==> src/rtl/sktbl_pkg.sv <==
// ----------------------------------------------------------------------------
// Sorted key table package
// Shared constants, command and status codes, FSM state type and compare
// result type for the sorted key/fixup table search unit.
// ----------------------------------------------------------------------------
`default_nettype none

package sktbl_pkg;

  localparam int unsigned DEFAULT_TABLE_DEPTH = 256;
  localparam int unsigned DEFAULT_ADDR_BITS   = 32;

  localparam int unsigned CMD_W    = 2;
  localparam int unsigned STATUS_W = 2;
  localparam int unsigned FIELD_W  = 32;

  // command codes; the fourth code does nothing and answers ok
  localparam logic [CMD_W-1:0] CMD_CLEAR  = 2'd0;
  localparam logic [CMD_W-1:0] CMD_INSERT = 2'd1;
  localparam logic [CMD_W-1:0] CMD_LOOKUP = 2'd2;

  localparam logic [STATUS_W-1:0] STAT_OK      = 2'd0;
  localparam logic [STATUS_W-1:0] STAT_FULL    = 2'd1;
  localparam logic [STATUS_W-1:0] STAT_MISSING = 2'd2;

  typedef enum logic [2:0] {
    ST_IDLE,  // waiting for an item
    ST_INS,   // insertion step: compare and shift one entry up
    ST_PUT,   // write the new pair at its place
    ST_LKP,   // binary search probe
    ST_RESP   // hand the result to the output register
  } sktbl_state_e;

  typedef struct packed {
    logic lt;  // stored key below search key
    logic eq;  // stored key equal to search key
  } sktbl_cmp_t;

endpackage

`default_nettype wire

==> src/rtl/sktbl_cmp.sv <==
// ----------------------------------------------------------------------------
// Key comparator
// Shared unsigned compare of a stored key against the item's key; serves
// both the insertion step and every binary search probe.
// ----------------------------------------------------------------------------
`default_nettype none

module sktbl_cmp #(
  parameter int unsigned AddrBits = sktbl_pkg::DEFAULT_ADDR_BITS
) (
  input  wire logic [AddrBits-1:0] stored_key_i,
  input  wire logic [AddrBits-1:0] search_key_i,
  output sktbl_pkg::sktbl_cmp_t    res_o
);

  always_comb begin
    res_o.lt = stored_key_i < search_key_i;
    res_o.eq = stored_key_i == search_key_i;
  end

endmodule

`default_nettype wire

==> config.mk <==
export PLATFORM = sky130hd
export DESIGN_NAME = sktbl_cmp
export DESIGN_NICKNAME = d
export VERILOG_FILES = /design/src/rtl/sktbl_pkg.sv /design/src/rtl/sktbl_cmp.sv
export SDC_FILE = /design/constraint.sdc
export NUM_CORES = 1
export LEC_CHECK = 0
export CAP_MARGIN = 30
export CORE_UTILIZATION = 50
export DETAILED_ROUTE_END_ITERATION = 10
export DONT_BUFFER_PORTS = 1
export SYNTH_ARGS = -nofsm -noshare
export SYNTH_HDL_FRONTEND = slang
export SYNTH_SLANG_ARGS = --single-unit
==> constraint.sdc <==
create_clock -name vclk -period 3.95
set_clock_uncertainty 0.05 [all_clocks]
set_input_delay 0.79 -clock vclk [all_inputs]
set_output_delay 0.79 -clock vclk [all_outputs]
set_load 0.03 [all_outputs]
==> impl_metrics.yaml, run 1 <==
logic_synthesis:
  synthCells: 115
  syn-cell-area_sq_um: 808.3
  synth_top_cell_by_area: "ha_1"
  synth_compound_area_share_pct: 17.03
  syn_nets: 211
  synth_top_family_by_area: "adder cells"
  yosys.area_share.simple_pct: 18.58
  synth_warnings: 0
  seq_area_frac_synth_pct: 0
  yosysTopAreaCellShare_pct: 49.54
  avgSynthCellArea_sq_um: 7.028
  synth-adder-area-share_pct: 49.54
  ys_types: 22
  synth_xor_area_share_pct: 0
  synth_mux_area_share_pct: 0
  yosys-top-cells-area: "ha_1, inv_1, a21oi_1"
worst_setup_path:
  critical_path.endpoint_type: "output port"
  crit_arrival_ns: 2.63
  crit_required_ns: 3.11
  path_cells: "inv_1 > ha_1 > a21oi_1 > nor2_1 > a211o_1 > or4b_1 > a2111oi_2 > buf_4"
  crit_fanout: 2
  critPathLaunchType: "input pin"
  path_buf_inv: 2
  slowest_delay_ns: 0.52
  crit_path_top_delay_cell: "or4b_1"
  cp_top_family: "compound AO/OA/AOI/OAI gates"
  path_class: "input pin to output port"
global_routing:
  grt_usage_pct: 15.90
  antenna_found_initial: 0
  grt_start_max_net_pins: 4
  first_global_vias: 650
  grt_overflow: 0
  grt_pass1_wl_mm: 2.401
sta:
  finalCritPeriodShare_pct: 87.94
  drv_slew: 0
  fin_crit_ns: 3.473
  setup_tns_ns: 0
  rsz0062_at_grt: "no"
  tightest_slew_ns: 0.5672
  max_slew_margin_pct: 62.05
  setup_viol: 0
  hold_viol: 0
  fin_ws_ns: 0.4766
  fmax_mhz: 287.9
placement:
  placed_area_sq_um: 835.8
  gp_congestion: 0.7030
  place_ws_ns: 0.4790
  dp.cells: 132
  port_buffers: 0
  dpl.hpwl_mm: 1.385
die:
  rows: 14
  die_area_sq_mm: 0.001781
  die_w_um: 42.21
  start_util_pct: 53.65
  ios: 66
  die_y_um: 42.21
  core_area_sq_mm: 0.001506
drt:
  routed-via-count: 737
  ant_nets: 0
  firstDrtPassIters: 3
  wl_met2_um: 708
  met1_length_um: 578
  met3_wirelength_um: 114
  routed.top_layer: "met3"
  drt_first_iter_violations: 1
  route.detailed.wl_per_inst_um: 10.61
  drc: 0
  routed_via_density: 5.583
  finalWirelength_mm: 1.401
job:
  cap_violations: 0
final_layout:
  fillers: 161
  fin_util_pct: 55.48
  nClkBuffers: 0
  antennaDiodeCount: 0
  final_area_sq_um: 835.8
  syn_to_final_growth_pct: 3.406
  seqCellArea_sq_um: 0
  nets: 214
  drive_above_1_share_pct: 2.586
  final_cells: 132
  n_sequential_cell: 0
cts:
  cts_resized: 0
  postCtsSetupBuffers: 0
  hold_buffers: 0
outcome:
  status: "finished, final reports clean"
power_and_ir_drop:
  power.density_mw_per_mm2: 84.21
  ir_drop_mv: 0.04777
  p_leak_nw: 0.5141
min_path:
  hp-class: "input pin to output port"
routing by layer:
metal / track usage [%] / vias to the layer above
li1: - / 397
met1: 18.18 / 304
met3: 0.8621 / 0
met2: 33.23 / 36
met4: 0 / 0
met5: 0 / -
cell usage after synthesis (all sizes together):
library cell  instances
a2111oi               1
a211o                 1
a211oi                1
a21boi                1
a21o                  1
a21oi                11
a221oi                1
and4                  2
ha                   32
inv                  32
nand2                10
nand3                 2
nand4                 4
nor2                  6
nor2b                 2
nor4                  1
o211ai                1
o21ai                 4
or3                   1
or4b                  1
power by group:
| part | leakage (nW) | internal (W) | switching, W | total [W] |
|---|---|---|---|---|
| Sequential | 0 | 0 | 0 | 0 |
| Clock | 0 | 0 | 0 | 0 |
| Combinational | 0.514 | 0.0000334 | 0.0000370 | 0.0000704 |
metrics by stage:
step	total power [W]	hold WS (ns)
floorplan	0.00005765	1.750
global placement	0.00006886	1.871
detailed placement	0.00007133	1.882
CTS	0.00007200	1.883
global route	0.00008570	1.894
finish	0.00007038	1.876
cells in the final DEF, fill, tap and decap left out:
cell type and instances:
a221oi_1 1, a21o_1 1, o21ai_1 1, inv_1 32
a21oi_1 11, nor2_1 6, o21ai_0 3, or3_1 1
nand4_1 4, o211ai_1 1, a211o_1 1, a21boi_1 1
nor2b_1 2, nand3_1 2, and4_1 2, nand2_2 1
nand2_1 9, ha_1 32, or4b_1 1, a2111oi_2 1
nor4_1 1, buf_4 1, a211oi_1 1
cell type report:
| class | instances | area [sq um] | area share, % |
|---|---|---|---|
| repair buffers | 1 | 7.507 | 0.8982 |
| multi-input cells | 83 | 688.2 | 82.34 |
| inverters | 32 | 120.1 | 14.37 |
| well taps | 16 | 20.02 | 2.395 |
final timing paths:
path / from / endpoint / cells past startpoint
max: search_key_i[13] / res_o[1] / 8
min: stored_key_i[31] / res_o[1] / 3
cell families after synthesis:
| logic type | Yosys count |
|---|---|
| fa+ha+maj | 32 |
| buf+inv | 32 |
| simple gates | 29 |
| compound gates | 22 |
tightest hold or removal path: cells and delay by family:
kind	cells	cell delay (ns)
adder cells (fa/ha/maj)	1	0.14
buffers and inverters	1	0.16
AO/OA/AOI/OAI	1	0.04
Note: power is estimated with default switching activity, not from simulation.
==> inputs of run 2 (changes only) <==
--- a/config.mk
+++ b/config.mk
@@ -6,6 +6,7 @@
 export NUM_CORES = 1
 export LEC_CHECK = 0
 export CAP_MARGIN = 30
+export CORE_MARGIN = 3
 export CORE_UTILIZATION = 50
 export DETAILED_ROUTE_END_ITERATION = 10
 export DONT_BUFFER_PORTS = 1
==> constraint.sdc (replaced) <==
create_clock -name vclk -period 3.6
set_clock_uncertainty 0.05 [all_clocks]
set_input_delay 0.72 -clock vclk [all_inputs]
set_output_delay 0.72 -clock vclk [all_outputs]
set_load 0.03 [all_outputs]
==> run 2 against run 1 <==
Flip-flop and latch count did not move. Largest cell class unchanged. Worst hold slack got worse by 0.14 ns. Largest power group unchanged. Die area rose by 20%. Critical path depth did not move. Combinational power rose by 9.1%. Critical endpoint unchanged.
==> impl_metrics.yaml, run 2 (same netlist as run 1, synthesis figures left out) <==
worst_setup_path:
  crit_arrival_ns: 2.56
  worstSetupPathDepth: 8
  crit_required_ns: 2.83
  crit_path_top_delay_cell: "or4b_1"
  cp_top_family: "compound AO/OA/AOI/OAI gates"
  path_class: "input pin to output port"
  critical_path.endpoint_type: "output port"
  crit_fanout: 2
  slowest_delay_ns: 0.53
  path_cells: "inv_1 > ha_1 > a21oi_1 > nor2_1 > a211o_1 > or4b_1 > a2111oi_2 > buf_4"
  path_buf_inv: 2
  critPathLaunchType: "input pin"
placement:
  dpl.hpwl_mm: 1.501
  gp_congestion: 0.6370
  port_buffers: 0
  dp.cells: 131
job:
  cap_violations: 0
global_routing:
  grt_usage_pct: 13.22
  grt_start_max_net_pins: 4
  grt_overflow: 0
  first_global_vias: 668
  grt_pass1_wl_mm: 2.256
  antenna_found_initial: 0
drt:
  routed-via-count: 739
  finalWirelength_mm: 1.472
  firstDrtPassIters: 1
  routed_via_density: 5.641
  route.detailed.wl_per_inst_um: 11.24
  drt_first_iter_violations: 0
  ant_nets: 0
  drc: 0
final_layout:
  most-common-layout-cells: "inv_1, ha_1, a21oi_1"
  seqCellArea_sq_um: 0
  final_cells: 131
  antennaDiodeCount: 0
  nClkBuffers: 0
  nets: 214
  syn_to_final_growth_pct: 3.251
  n_sequential_cell: 0
  drive_above_1_share_pct: 2.586
  fillers: 140
cts:
  cts_resized: 0
  postCtsSetupBuffers: 0
  hold_buffers: 0
power_and_ir_drop:
  ir_drop_mv: 0.04349
  p_leak_nw: 0.5141
  p_total_w: 0.00007685
  power.density_mw_per_mm2: 92.08
die:
  rows: 13
  start_util_pct: 57.78
  core_area_sq_mm: 0.001399
  die_area_sq_mm: 0.002135
  die_w_um: 46.21
  ios: 66
  die_y_um: 46.21
sta:
  fmax_mhz: 300.6
  tightest_slew_ns: 0.5728
  drv_slew: 0
  rsz0062_at_grt: "no"
  fin_crit_ns: 3.326
  max_slew_margin_pct: 61.67
  setup_viol: 0
  finalCritPeriodShare_pct: 92.40
  setup_tns_ns: 0
  hold_viol: 0
min_path:
  min_to: "res_o[1]"
  hp-start: "stored_key_i[31]"
  hp-class: "input pin to output port"
  worstHoldPathCells: 3
outcome:
  status: "finished, final reports clean"
==> run 2: cell counts in the layout (fill, tap and decap cells not counted) <==
No cell type changed its count.
==> run 2: per-stage QoR <==
stage / util, % / hold WS (ns) / setup slack (ns) / cell area, sq um
after global routing: 59.66 / 1.768 / 0.1343 / 834.6
after floorplan: - / 1.610 / 0.09298 / 808.3
after CTS: 59.66 / 1.738 / 0.2531 / 834.6
after detailed placement: 59.66 / 1.731 / 0.2562 / 834.6
after global placement: 59.66 / 1.728 / 0.2956 / 834.6
final: 59.66 / 1.733 / 0.2737 / 834.6
==> run 2: worst max-delay path by stage <==
stage                           startpoint       end
after floorplan           search_key_i[13]  res_o[1]
after global placement    search_key_i[13]  res_o[1]
after detailed placement  search_key_i[13]  res_o[1]
after CTS                 search_key_i[13]  res_o[1]
after global routing      search_key_i[13]  res_o[1]
final                     search_key_i[13]  res_o[1]
==> run 2: area by class of cell <==
class / count / area (sq um) / area share [%]
inverter: 32 / 120.1 / 14.39
timing repair buffer: 1 / 7.507 / 0.8996
multi-input combinational: 83 / 688.2 / 82.46
tap: 15 / 18.77 / 2.249
==> run 2: layer usage <==
| metal | track usage [%] | up-vias | wire [um] |
|---|---|---|---|
| met5 | 0 | - | 0 |
| met4 | 0 | 0 | 0 |
| met3 | 2.734 | 0 | 143 |
| met2 | 27.75 | 38 | 745 |
| met1 | 13.64 | 304 | 583 |
| li1 | - | 397 | - |
==> run 2: report_power, final <==
group	switching [W]	internal (W)	leakage (nW)
Sequential	0	0	0
Clock	0	0	0
Combinational	0.0000402	0.0000367	0.514
==> inputs of run 3 (changes only) <==
--- a/config.mk
+++ b/config.mk
@@ -6,10 +6,14 @@
 export NUM_CORES = 1
 export LEC_CHECK = 0
 export CAP_MARGIN = 30
+export CELL_PAD_IN_SITES_DETAIL_PLACEMENT = 1
+export CELL_PAD_IN_SITES_GLOBAL_PLACEMENT = 2
 export CORE_MARGIN = 3
-export CORE_UTILIZATION = 50
+export CORE_UTILIZATION = 32
 export DETAILED_ROUTE_END_ITERATION = 10
 export DONT_BUFFER_PORTS = 1
+export PLACE_DENSITY_LB_ADDON = 0.1
+export SLEW_MARGIN = 20
 export SYNTH_ARGS = -nofsm -noshare
 export SYNTH_HDL_FRONTEND = slang
 export SYNTH_SLANG_ARGS = --single-unit
==> run 3 against run 2 <==
Power rose by 2.8%. Sequential share of layout area unchanged. Routed wire length is 21% higher. First-iteration DRC count rose by 5. Cell count grew 11%. Core utilization is 22 points lower. Critical endpoint unchanged. Largest cell class unchanged.
==> impl_metrics.yaml, run 3 (same netlist as run 1, synthesis figures left out) <==
outcome:
  status: "finished, final reports clean"
worst_setup_path:
  path_class: "input pin to output port"
  crit_fanout: 2
  slowest_delay_ns: 0.53
  crit_path_top_delay_cell: "or4b_1"
  critical_path.endpoint_type: "output port"
  crit_arrival_ns: 2.56
  cp_top_family: "compound AO/OA/AOI/OAI gates"
  critPathLaunchType: "input pin"
  path_buf_inv: 2
  path_cells: "inv_1 > ha_1 > a21oi_1 > nor2_1 > a211o_1 > or4b_1 > a2111oi_2 > buf_4"
  crit_required_ns: 2.83
global_routing:
  busiest_layer: "met2"
  use_met1_pct: 12.24
  grt_pass1_wl_mm: 3.084
  grt_start_max_net_pins: 4
  grt_overflow: 0
  first_global_vias: 814
  antenna_found_initial: 0
  met3_usage_pct: 1.609
  grt_usage_pct: 11.04
  use_met2_pct: 22.87
min_path:
  hp-start: "stored_key_i[31]"
  hp-class: "input pin to output port"
  worstHoldPathCells: 3
  min_to: "res_o[1]"
sta:
  rsz0062_at_grt: "no"
  fmax_mhz: 300.3
  drv_slew: 0
  fin_crit_ns: 3.330
  setup_tns_ns: 0
  max_slew_margin_pct: 78.19
  tightest_slew_ns: 0.3242
  finalCritPeriodShare_pct: 92.49
  hold_viol: 0
  setup_viol: 0
power_and_ir_drop:
  p_total_w: 0.00007900
  power.density_mw_per_mm2: 92.04
  ir_drop_mv: 0.03920
  p_leak_nw: 0.5196
drt:
  routed-via-count: 775
  ant_nets: 0
  route.detailed.wl_per_inst_um: 12.29
  drc: 0
  drt_first_iter_violations: 5
  routed_via_density: 5.345
  firstDrtPassIters: 2
  finalWirelength_mm: 1.782
die:
  core_area_sq_mm: 0.002297
  die_w_um: 56.26
  rows: 17
  die_y_um: 56.26
  ios: 66
  start_util_pct: 35.19
  die_area_sq_mm: 0.003165
final_layout:
  most-common-layout-cells: "inv_1, ha_1, a21oi_1"
  nets: 215
  final_area_sq_um: 858.3
  seqCellArea_sq_um: 0
  syn_to_final_growth_pct: 6.192
  antennaDiodeCount: 0
  nClkBuffers: 0
  drive_above_1_share_pct: 3.419
  n_sequential_cell: 0
  final_cells: 145
placement:
  port_buffers: 0
  placed_area_sq_um: 858.3
  gp_congestion: 0.6632
  dp.cells: 145
  dpl.hpwl_mm: 1.804
cts:
  cts_resized: 0
  postCtsSetupBuffers: 0
  hold_buffers: 0
job:
  cap_violations: 0
-- run 3: cell count changes in the layout (fill, tap and decap cells not counted), sizes merged --
cell,change
buf,+1
-- run 3: metrics by stage --
stage               setup slack [ns]  util (%)  hold slack [ns]
finish                        0.2702     37.36            1.731
global route                  0.1222     37.36            1.754
CTS                           0.2438     37.36            1.736
detailed placement            0.2605     37.36            1.734
global placement              0.2759     37.36            1.742
floorplan                    0.09298         -            1.610
-- run 3: power breakdown --
part	leakage (nW)	internal (W)	total [W]	switching, W
combinational	0.520	0.0000372	0.0000790	0.0000418
clock	0	0	0	0
sequential	0	0	0	0
-- run 3: worst max path at each step --
stage	endpoint	start	slack [ns]	depth (start not counted)
2_1_floorplan	res_o[1]	search_key_i[13]	0.09	7
6_report	res_o[1]	search_key_i[13]	0.27	8
3_5_place_dp	res_o[1]	search_key_i[13]	0.26	8
5_1_grt	res_o[1]	search_key_i[13]	0.12	8
3_3_place_gp	res_o[1]	search_key_i[13]	0.28	8
4_1_cts	res_o[1]	search_key_i[13]	0.24	8
-- run 3: metal layers --
layer	up-vias	part of all wire (%)
li1	399	-
met1	342	40
met2	34	53
met3	0	6.8
met4	0	0
met5	-	0
-- run 3: final cells by class --
class	count	area, sq um
timing repair buffer	2	15.01
fill	295	1439
multi-input combinational	83	688.2
inverter	32	120.1
tap	28	35.03
